**src/rtl/core/positional_array_list_defines.svh**
```systemverilog
// Assertion macros for the positional array list.
// Used by positional_array_list.sv; expects clk and rst_n in scope.
`ifndef POSITIONAL_ARRAY_LIST_DEFINES_SVH
`define POSITIONAL_ARRAY_LIST_DEFINES_SVH

// Same-cycle implication, checked out of reset.
`define PAL_ASSERT_NOW(label, ante, cons, msg) \
    label: assert property (@(posedge clk) disable iff (!rst_n) (ante) |-> (cons)) \
        else $error(msg);

// Next-cycle implication, checked out of reset.
`define PAL_ASSERT_NEXT(label, ante, cons, msg) \
    label: assert property (@(posedge clk) disable iff (!rst_n) (ante) |=> (cons)) \
        else $error(msg);

`endif

```
**src/rtl/core/pal_pkg.sv**
```systemverilog
// Shared types and codes for the positional array list.
// No dependencies; used by the channel interfaces and the top level.
`default_nettype none

package pal_pkg;

    // Request action codes
    typedef enum logic [2:0] {
        ACT_INSERT = 3'd0,
        ACT_DELETE = 3'd1,
        ACT_SEARCH = 3'd2,
        ACT_READ   = 3'd3,
        ACT_APPEND = 3'd4
    } action_t;

    // Response status codes
    typedef enum logic [1:0] {
        ST_DONE     = 2'd0,
        ST_REJECT   = 2'd1,
        ST_NOTFOUND = 2'd2
    } status_t;

    // Sequencer states
    typedef enum logic [2:0] {
        S_IDLE,
        S_SCAN,
        S_DRAIN,
        S_PUT,
        S_RESP
    } state_t;

    typedef struct packed {
        logic [2:0]  action;
        logic [5:0]  position;
        logic [31:0] element;
    } req_word_t;

    typedef struct packed {
        status_t     status;
        logic [5:0]  found_index;
        logic [31:0] read_element;
        logic [6:0]  entry_count;
    } rsp_word_t;

endpackage

`default_nettype wire

```
**src/rtl/core/pal_chan_if.sv**
```systemverilog
// Valid/ready channels for list requests and responses.
// Depends on pal_pkg for the word types.
`default_nettype none

interface pal_req_if;
    import pal_pkg::*;

    logic      valid;
    logic      ready;
    req_word_t data;

    modport source (output valid, output data, input ready);
    modport sink   (input valid, input data, output ready);
endinterface

interface pal_rsp_if;
    import pal_pkg::*;

    logic      valid;
    logic      ready;
    rsp_word_t data;

    modport source (output valid, output data, input ready);
    modport sink   (input valid, input data, output ready);
endinterface

`default_nettype wire

```
**src/rtl/core/positional_array_list.sv**
```systemverilog
// Positional array list: ordered word store with insert, delete, search, read, append.
// Depends on pal_pkg, pal_chan_if.sv and positional_array_list_defines.svh.
//
//   channel | dir | word fields
//   req     | in  | action, position, element
//   rsp     | out | status, found_index, read_element, entry_count
//
// One request at a time; req.ready is high only while idle.
// Entries live in a single RAM with one read and one write port; shifts and searches
// walk it one entry per cycle, pipelined through the registered read data.
// Reset clears the count, the sequencer state and the read-valid flag only; the RAM needs no clearing.
// A response waiting on rsp.ready holds the block in its response state.
`default_nettype none

module positional_array_list #(
    parameter int DEPTH  = 64,
    parameter int ELEM_W = 32
) (
    input  wire logic clk,
    input  wire logic rst_n,
    pal_req_if.sink   req,
    pal_rsp_if.source rsp
);
    import pal_pkg::*;
    `include "positional_array_list_defines.svh"

    localparam int AW    = (DEPTH > 1) ? $clog2(DEPTH) : 1;
    localparam int CNT_W = $clog2(DEPTH + 1);
    localparam int W     = (CNT_W > 7) ? CNT_W : 7;
    localparam int EXT_W = (ELEM_W > 32) ? ELEM_W : 32;

    // RAM
    logic [ELEM_W-1:0] mem [DEPTH];
    logic [ELEM_W-1:0] rdata_reg;
    logic              rd_en;
    logic              wr_en;
    logic [AW-1:0]     wr_addr;
    logic [ELEM_W-1:0] wr_data;

    // Control and working registers
    state_t            state_reg, state_next;
    action_t           act_reg, act_next;
    logic [AW-1:0]     pos_reg, pos_next;
    logic [ELEM_W-1:0] elem_reg, elem_next;
    logic [CNT_W-1:0]  count_reg, count_next;
    logic [AW-1:0]     rp_reg, rp_next;
    logic [AW-1:0]     last_reg, last_next;
    logic              pv_reg, pv_next;
    logic [AW-1:0]     pa_reg, pa_next;
    status_t           status_reg, status_next;
    logic [AW-1:0]     found_reg, found_next;
    logic [ELEM_W-1:0] rd_reg, rd_next;

    // Widened views for compares and port widths
    logic [W-1:0]      pos_x, cnt_x, depth_x, found_x, cnt_out_x;
    logic [EXT_W-1:0]  elem_in_x, rd_x;
    logic [CNT_W-1:0]  cnt_m1;
    logic              req_fire;
    logic              hit;

    assign pos_x     = W'(req.data.position);
    assign cnt_x     = W'(count_reg);
    assign depth_x   = W'(DEPTH);
    assign found_x   = W'(found_reg);
    assign cnt_out_x = W'(count_reg);
    assign elem_in_x = EXT_W'(req.data.element);
    assign rd_x      = EXT_W'(rd_reg);
    assign cnt_m1    = count_reg - CNT_W'(1);
    assign req_fire  = req.valid && req.ready;
    assign hit       = (rdata_reg == elem_reg);

    // Ports
    assign req.ready             = (state_reg == S_IDLE);
    assign rsp.valid             = (state_reg == S_RESP);
    assign rsp.data.status       = status_reg;
    assign rsp.data.found_index  = found_x[5:0];
    assign rsp.data.read_element = rd_x[31:0];
    assign rsp.data.entry_count  = cnt_out_x[6:0];

    // RAM write and registered read
    always_ff @(posedge clk)
    begin
        if (wr_en)
        begin
            mem[wr_addr] <= wr_data;
        end
        if (rd_en)
        begin
            rdata_reg <= mem[rp_reg];
        end
    end

    // State register
    always_ff @(posedge clk or negedge rst_n)
    begin
        if (!rst_n)
        begin
            state_reg <= S_IDLE;
            count_reg <= '0;
            pv_reg    <= 1'b0;
        end
        else
        begin
            state_reg <= state_next;
            count_reg <= count_next;
            pv_reg    <= pv_next;
        end
    end

    // Payload registers
    always_ff @(posedge clk)
    begin
        act_reg    <= act_next;
        pos_reg    <= pos_next;
        elem_reg   <= elem_next;
        rp_reg     <= rp_next;
        last_reg   <= last_next;
        pa_reg     <= pa_next;
        status_reg <= status_next;
        found_reg  <= found_next;
        rd_reg     <= rd_next;
    end

    // Sequencer
    always_comb
    begin
        state_next  = state_reg;
        act_next    = act_reg;
        pos_next    = pos_reg;
        elem_next   = elem_reg;
        count_next  = count_reg;
        rp_next     = rp_reg;
        last_next   = last_reg;
        pv_next     = pv_reg;
        pa_next     = pa_reg;
        status_next = status_reg;
        found_next  = found_reg;
        rd_next     = rd_reg;
        rd_en       = 1'b0;
        wr_en       = 1'b0;
        wr_addr     = pos_reg;
        wr_data     = elem_reg;

        unique case (state_reg)
            S_IDLE:
            begin
                if (req_fire)
                begin
                    act_next    = action_t'(req.data.action);
                    pos_next    = pos_x[AW-1:0];
                    elem_next   = elem_in_x[ELEM_W-1:0];
                    found_next  = '0;
                    rd_next     = '0;
                    pv_next     = 1'b0;
                    status_next = ST_REJECT;
                    state_next  = S_RESP;
                    unique case (req.data.action)
                        ACT_INSERT:
                        begin
                            if (cnt_x < depth_x && pos_x <= cnt_x)
                            begin
                                status_next = ST_DONE;
                                if (pos_x < cnt_x)
                                begin
                                    // shift entries pos..count-1 up, top first
                                    rp_next    = cnt_m1[AW-1:0];
                                    last_next  = pos_x[AW-1:0];
                                    state_next = S_SCAN;
                                end
                                else
                                begin
                                    state_next = S_PUT;
                                end
                            end
                        end
                        ACT_DELETE:
                        begin
                            if (pos_x < cnt_x)
                            begin
                                status_next = ST_DONE;
                                if (pos_x + W'(1) < cnt_x)
                                begin
                                    rp_next    = pos_x[AW-1:0] + AW'(1);
                                    last_next  = cnt_m1[AW-1:0];
                                    state_next = S_SCAN;
                                end
                                else
                                begin
                                    count_next = cnt_m1;
                                end
                            end
                        end
                        ACT_SEARCH:
                        begin
                            status_next = ST_NOTFOUND;
                            if (cnt_x != '0)
                            begin
                                rp_next    = '0;
                                last_next  = cnt_m1[AW-1:0];
                                state_next = S_SCAN;
                            end
                        end
                        ACT_READ:
                        begin
                            if (pos_x < cnt_x)
                            begin
                                status_next = ST_DONE;
                                rp_next     = pos_x[AW-1:0];
                                last_next   = pos_x[AW-1:0];
                                state_next  = S_SCAN;
                            end
                        end
                        ACT_APPEND:
                        begin
                            if (cnt_x < depth_x)
                            begin
                                status_next = ST_DONE;
                                pos_next    = count_reg[AW-1:0];
                                state_next  = S_PUT;
                            end
                        end
                        default:
                        begin
                            status_next = ST_REJECT;
                        end
                    endcase
                end
            end

            S_SCAN, S_DRAIN:
            begin
                // issue the next read while scanning
                if (state_reg == S_SCAN)
                begin
                    rd_en   = 1'b1;
                    pv_next = 1'b1;
                    pa_next = rp_reg;
                    if (rp_reg == last_reg)
                    begin
                        state_next = S_DRAIN;
                    end
                    else if (act_reg == ACT_INSERT)
                    begin
                        rp_next = rp_reg - AW'(1);
                    end
                    else
                    begin
                        rp_next = rp_reg + AW'(1);
                    end
                end
                else
                begin
                    pv_next = 1'b0;
                    case (act_reg)
                        ACT_INSERT: state_next = S_PUT;
                        ACT_DELETE:
                        begin
                            count_next = cnt_m1;
                            state_next = S_RESP;
                        end
                        default:    state_next = S_RESP;
                    endcase
                end

                // consume the word read last cycle
                if (pv_reg)
                begin
                    case (act_reg)
                        ACT_INSERT:
                        begin
                            wr_en   = 1'b1;
                            wr_addr = pa_reg + AW'(1);
                            wr_data = rdata_reg;
                        end
                        ACT_DELETE:
                        begin
                            wr_en   = 1'b1;
                            wr_addr = pa_reg - AW'(1);
                            wr_data = rdata_reg;
                        end
                        ACT_SEARCH:
                        begin
                            if (hit)
                            begin
                                status_next = ST_DONE;
                                found_next  = pa_reg;
                                pv_next     = 1'b0;
                                state_next  = S_RESP;
                            end
                        end
                        ACT_READ:
                        begin
                            rd_next = rdata_reg;
                        end
                        default:
                        begin
                        end
                    endcase
                end
            end

            S_PUT:
            begin
                wr_en      = 1'b1;
                wr_addr    = pos_reg;
                wr_data    = elem_reg;
                count_next = count_reg + CNT_W'(1);
                state_next = S_RESP;
            end

            S_RESP:
            begin
                if (rsp.ready)
                begin
                    state_next = S_IDLE;
                end
            end

            default:
            begin
                state_next = S_IDLE;
            end
        endcase
    end

    // Checks
    `PAL_ASSERT_NOW(a_count_bound, 1'b1, (W'(count_reg) <= depth_x), "count exceeds depth")
    `PAL_ASSERT_NEXT(a_count_idle, (state_reg == S_IDLE && !req_fire), $stable(count_reg), "count moved while idle")
    `PAL_ASSERT_NOW(a_write_busy, wr_en, (state_reg == S_SCAN || state_reg == S_DRAIN || state_reg == S_PUT), "RAM write outside a walk")
    `PAL_ASSERT_NOW(a_notfound_zero, (rsp.valid && status_reg == ST_NOTFOUND), (found_reg == '0 && rd_reg == '0), "miss with nonzero fields")

endmodule

`default_nettype wire

```
**src/flat_wrapper.sv**
```systemverilog
// flat-port wrapper written by rule: the top's interface ports become plain ports
module positional_array_list_flat import pal_pkg::*;
#(
    parameter int DEPTH  = 64,
    parameter int ELEM_W = 32
)
  (clk, rst_n, req_valid, req_data, req_ready, rsp_valid, rsp_data, rsp_ready);
  pal_req_if req_i ();
  pal_rsp_if rsp_i ();
  input  wire logic clk;
  input  wire logic rst_n;
  input wire logic [$bits(req_i.valid)-1:0] req_valid;
  input wire logic [$bits(req_i.data)-1:0] req_data;
  output wire logic [$bits(req_i.ready)-1:0] req_ready;
  output wire logic [$bits(rsp_i.valid)-1:0] rsp_valid;
  output wire logic [$bits(rsp_i.data)-1:0] rsp_data;
  input wire logic [$bits(rsp_i.ready)-1:0] rsp_ready;
  assign req_i.valid = req_valid;
  assign req_i.data = req_data;
  assign req_ready = req_i.ready;
  assign rsp_valid = rsp_i.valid;
  assign rsp_data = rsp_i.data;
  assign rsp_i.ready = rsp_ready;
  positional_array_list #(.DEPTH(DEPTH), .ELEM_W(ELEM_W)) u_core (.clk(clk), .rst_n(rst_n), .req(req_i), .rsp(rsp_i));
endmodule
```
**config.mk**
```make
export PLATFORM = sky130hd
export DESIGN_NAME = positional_array_list_flat
export DESIGN_NICKNAME = d
export VERILOG_FILES = /design/src/rtl/core/pal_pkg.sv /design/src/rtl/core/pal_chan_if.sv /design/src/rtl/core/positional_array_list.sv /design/src/flat_wrapper.sv
export VERILOG_INCLUDE_DIRS = /design/src /design/src/rtl/core
export SDC_FILE = /design/constraint.sdc
export NUM_CORES = 2
export LEC_CHECK = 0
export BUFFER_PORTS_ARGS = -buffer_cell sky130_fd_sc_hd__buf_4
export CAP_MARGIN = 20
export CORE_UTILIZATION = 50
export CTS_BUF_LIST = sky130_fd_sc_hd__clkbuf_4 sky130_fd_sc_hd__clkbuf_8
export DETAILED_ROUTE_END_ITERATION = 6
export HOLD_SLACK_MARGIN = 0.08
export PLACE_DENSITY_LB_ADDON = 0.15
export SLEW_MARGIN = 10
export SYNTH_ARGS = -nofsm -noshare
export SYNTH_HDL_FRONTEND = slang
export SYNTH_SLANG_ARGS = --single-unit
```
**constraint.sdc**
```tcl
create_clock -name clk -period 5.4 [get_ports clk]
set_clock_uncertainty 0.15 [all_clocks]
set_input_delay 1.08 -clock clk [delete_from_list [all_inputs] [get_ports clk]]
set_output_delay 1.08 -clock clk [all_outputs]
set_load 0.02 [all_outputs]
```
* After elaboration in Yosys (flattened, before gate mapping)
Memory sizes are Yosys's and may differ from the RTL's. A register that Yosys moved wholly into a read port is not among the register bits.
Cells that the tools add are included.
** Operators by class
- Add/subtract/negate cells :: 8
- $lt $le $gt $ge :: 4
- Equal/unequal tests :: 37
- Multiplexer cells :: 80
- Reduce and logical (&&, ||, !) cells :: 21
** Operator list (number)
- two-way mux 32 bit :: 6
- two-way mux 6 bit :: 23
- one-hot mux 32 bit (2 select lines) :: 1
- one-hot mux 6 bit (4 select lines) :: 2
- two-way mux 3 bit :: 14
- two-way mux 7 bit :: 6
- one-hot mux 6 bit (2 select lines) :: 3
- == test 32 bit :: 1
- one-hot mux 7 bit (3 select lines) :: 1
- adder 6 x 1 -> 6 bit (second input constant) :: 3
- == test 3 x 2 -> 1 bit (second input constant) :: 6
- != test 2 x 1 -> 1 bit (second input constant) :: 9
- != test 3 bit (second input constant) :: 6
- != test 2 bit (second input constant) :: 8
- one-hot mux 3 bit (5 select lines) :: 1
- AND reduction 7 bit :: 2
- two-way mux 1 bit :: 13
- one-hot mux 3 bit (4 select lines) :: 1
- subtractor 6 x 1 -> 6 bit (second input constant) :: 2
- AND reduction 11 bit :: 1
- two-way mux 2 bit :: 5
- == test 3 x 1 -> 1 bit (second input constant) :: 3
- zero test 3 bit :: 3
- one-hot mux 2 bit (4 select lines) :: 1
- 21 further kinds :: 29
** Storage, ports and cells
- Bits in registers :: 110
- Memory bits (writable) :: 2048
- Input port bits :: 45
- Output and inout bits :: 49
- Word-level logic and storage cells :: 163
- Memories kept :: 1
** Memories
- u_core.mem :: depth 64, bits a word 32, rd ports 1, clocked after memory_dff 1, wr ports 1, RTL line positional_array_list.sv:33 : logic [ELEM_W-1:0] mem [DEPTH];

* Depth between registers and ports, before layout
- Depth in word-level cells :: 7
- Gate-level depth with buffers :: 12
- Depth with buffers taken out :: 11

* Worst setup path before layout
No wires, ideal clock.
- Path type :: input -> register
- Start :: in req_valid
- End :: reg u_core.rp_reg[0] (enable)
- Library setup time :: 319 ps
- Arrival :: 4281 ps
- Required time :: 4931 ps
- Path slack :: 651 ps
- Stages on the path :: 5
- Path buffers :: 0
- Cell sequence :: nand2_1 > nor2_1 > o311ai_0 > nor3_1 > or2_1
** Between the ends
- Longest elaborated chain between the ends :: 3
** RTL lines
- start: declaration :: RTL line flat_wrapper.sv:12 : input wire logic [$bits(req_i.valid)-1:0] req_valid;
- logical AND 1 bit :: RTL line positional_array_list.sv:69 : assign req_fire = req.valid && req.ready;
- != test 2 bit (no line)
- AND reduction 11 bit (no line)
- end signal: assignment :: RTL line positional_array_list.sv:116 : rp_reg <= rp_next;
- end: declaration :: RTL line positional_array_list.sv:46 : logic [AW-1:0] rp_reg, rp_next;
Every way passes these cells.
A chain may end at the register's enable or synchronous reset.

* Worst setup path in the final report
- Start :: reg u_core.state_reg[1]
- End :: mem u_core.mem[48][14] (enable)
** Between the ends
- Longest elaborated chain between the ends :: 5
- Elaborated cells between the ends (all ways) :: 8
- Classes of those cells :: 3 x eq/ne; 4 x mux; 1 x reduce/logical
** RTL lines
- start: declaration :: RTL line positional_array_list.sv:41 : state_t state_reg, state_next;
- start signal: assignment :: RTL line positional_array_list.sv:104 : state_reg <= state_next;
- == test 3 x 2 -> 1 bit or == test 3 x 1 -> 1 bit (tied branches) :: RTL line positional_array_list.sv:144 : unique case (state_reg)
- OR reduction 2 bit :: RTL line positional_array_list.sv:144
- one-hot mux 1 bit (2 select lines) :: RTL line positional_array_list.sv:144
- two-way mux 1 bit :: RTL line positional_array_list.sv:83 : if (wr_en)
- two-way mux 1 bit (implied by the code) :: RTL line positional_array_list.sv:85 : mem[wr_addr] <= wr_data;
- end: declaration :: RTL line positional_array_list.sv:33
Several ways; a longest one is shown, not always the timed one.

==> impl_metrics.tcl <==
set metrics [dict create \
    p_sw_frac 0.255 \
    top_register "u_core.mem" \
    setup_viol_count_final 0 \
    cts_sinks 2190 \
    internal_power_mw 28.8 \
    vias_per_cell 6.16 \
    synth_flop_cell "edfxtp_1" \
    grt_use_met3 0.0415 \
    cts.clk_slew.worst_paths_ns 0.06 \
    final.fill_count 12430 \
    fin_nets 4321 \
    antenna_found_initial 14 \
    place.gp.congestion 0.859 \
    chipHeight_um 415 \
    yosysTopAreaCell "edfxtp_1" \
    numCtsBuffers 360 \
    period_share 0.837 \
    routed_wl_mm 214 \
    cpMaxStageDelayCell "nor2_4" \
    switching_power_mw 9.86 \
    dp_cells 6066 \
    syn-instance-count 3804 \
    end_kind "flop" \
    max_slew_margin 0.198 \
    power_frac_clock 0.353 \
    tns_ns 0 \
    postRouteAntennaNets 0 \
    h-tree-depth 5 \
    grt.total_usage 0.251 \
    avgSynthCellArea_um2 22.4 \
    final_common_cell "edfxtp_1" \
    seq_area_um2 65700 \
    seqPwrFrac 0.510 \
    initial_core_util 0.504 \
    syn-cell-area_um2 85200 \
    root_buffer "clkbuf_8" \
    hp-class "in2reg" \
    synth_top_area_share 0.768 \
    yosysWarningCount 0 \
    leakagePower_nw 30.7 \
    combPwrFrac 0.136 \
    core_um2 169000 \
    dpl_cell_area_um2 90000 \
    overflow 0 \
    max_cap_violations 0 \
    drt_iter0_markers 4881 \
    worstPathCellList "xor2_1, nor2b_4, and3_4, o21ai_0, o32ai_1, nand2_1, nor2_4, buf_4" \
    crit_family "simple AND/OR/NAND/NOR gates" \
    fin_cells 6713 \
    slew_viol_final 0 \
    use_met1 0.367 \
    fmax_mhz 221 \
    setup_ws_ns 0.879 \
    fin_area_um2 97000 \
    cp_data_required_time_ns 5.98 \
    final_util 0.573 \
    drive_above_1_share 0.328 \
    die-area_um2 172000 \
    die_w_um 415 \
    crit_type "reg2reg" \
    largest_reg_flops 2048 \
    grt_pass1_vias 41690 \
    yosysSeqAreaShare 0.771 \
    pre_cts_ws_ns 0.913 \
    synth_seq_cells 2190 \
    synthTopCellsByArea "edfxtp_1, mux4_2, mux2i_1" \
    cp_num_buf_inv 1 \
    cts_setup_buffers 0 \
    vias 41329 \
    grt_max_degree 94 \
    dp_hpwl_mm 129 \
    wl_per_cell_um 31.9 \
    status "complete, no violations" \
    io_buffers 93 \
    rsz0062_at_grt "false" \
    final_cell_mix "edfxtp_1, mux4_2, clkbuf_8" \
    async_flop_share 0.00502 \
    top_usage_layer "met2" \
    synthesis.nets 3875 \
    fp-row-count 151 \
    power_density_nw_per_um2 399 \
    crit_path_max_incr_delay_ns 0.90 \
    ctsResizeCount 0 \
    synth_edf_count 2179 \
    insertion_delay_ns 1.04 \
    cts_tree "yes" \
    startpoint_type "flop" \
    cp.arrival_ns 5.10 \
    io_pins 94 \
    drc 0 \
    hold_viol 0 \
    multiInputGateArea_um2 19000 \
    use_met2 0.396 \
    cts_buffer_depth 4 \
    crit_fanout 39 \
    area_delta_synth_final_pct 13.8 \
    ctsHoldBuffers 33 \
    ys_types 61 \
    ir_drop_v 0.000291 \
    layout_min_cycle_time_ns 4.52 \
    grt_pass1_wl_mm 307 \
    drtPass1Iterations 5 \
    worstMarginPinSlew_ns 1.20 \
]
synthesized netlist by cell type, drive strengths merged, types with 20 or more instances:
cell type     n
and2         47
inv          20
nor2        121
buf         105
nand3        27
a21oi        31
o22ai        41
nand2       136
clkbuf       93
xnor2        51
a22oi        44
mux4        585
o21ai        36
o211ai       20
mux2i        73
ha           24
edfxtp     2179
final timing paths:
check / from / end / slack [ns] / cells after the start
setup / recovery: u_core.state_reg[1] / u_core.mem[48][14] / 0.88 / 8
hold / removal: req_data[40] / u_core.act_reg[2] / 0.23 / 1
setup reg to reg: u_core.state_reg[1] / u_core.mem[48][14] / 0.88 / 8
hold reg to reg: u_core.pv_reg / u_core.pv_reg / 0.48 / 2
max in group asynchronous: rst_n / u_core.cnt_out_x[0] / 4.60 / 2
min in group asynchronous: rst_n / u_core.state_reg[2] / 0.30 / 2
power by group through the flow:
stage	sequential [mW]	clock, mW	combinational (mW)
global route	19.7	14.6	5.56
global placement	20.1	0	5.22
finish	19.7	13.7	5.27
floorplan	20.1	0	3.14
CTS	19.7	13.9	5.30
detailed placement	20.1	0	5.28
routing by layer:
layer,vias up,wire (µm)
met4,0,4890
met5,-,0
li1,16984,-
met1,22157,89400
met2,1844,104000
met3,344,16300
final cells by class:
cell class	count	area share
Clock buffer	467	0.0596
Antenna cell	5	0.000129
Multi-Input combinational cell	1395	0.196
Clock inverter	135	0.00837
Sequential cell	2190	0.677
Inverter	21	0.000812
Timing Repair Buffer	282	0.0291
Tap cell	2218	0.0286
cell families after synthesis:
kind of cell,after synthesis,share of synthesized area
fa+ha+maj,26,0.00399
buf+inv,219,0.0132
simple gates,397,0.0212
xor+xnor,65,0.00677
mux,663,0.164
flops,2190,0.771
compound gates,244,0.0202
per-stage QoR:
stage	power (mW)	hold slack, ns
final	38.7	0.234
after detailed placement	25.4	0.461
after global routing	39.9	0.176
after floorplan	23.2	0.274
after CTS	39.0	0.145
after global placement	25.3	0.460
Power figures use the tool's default switching activity.
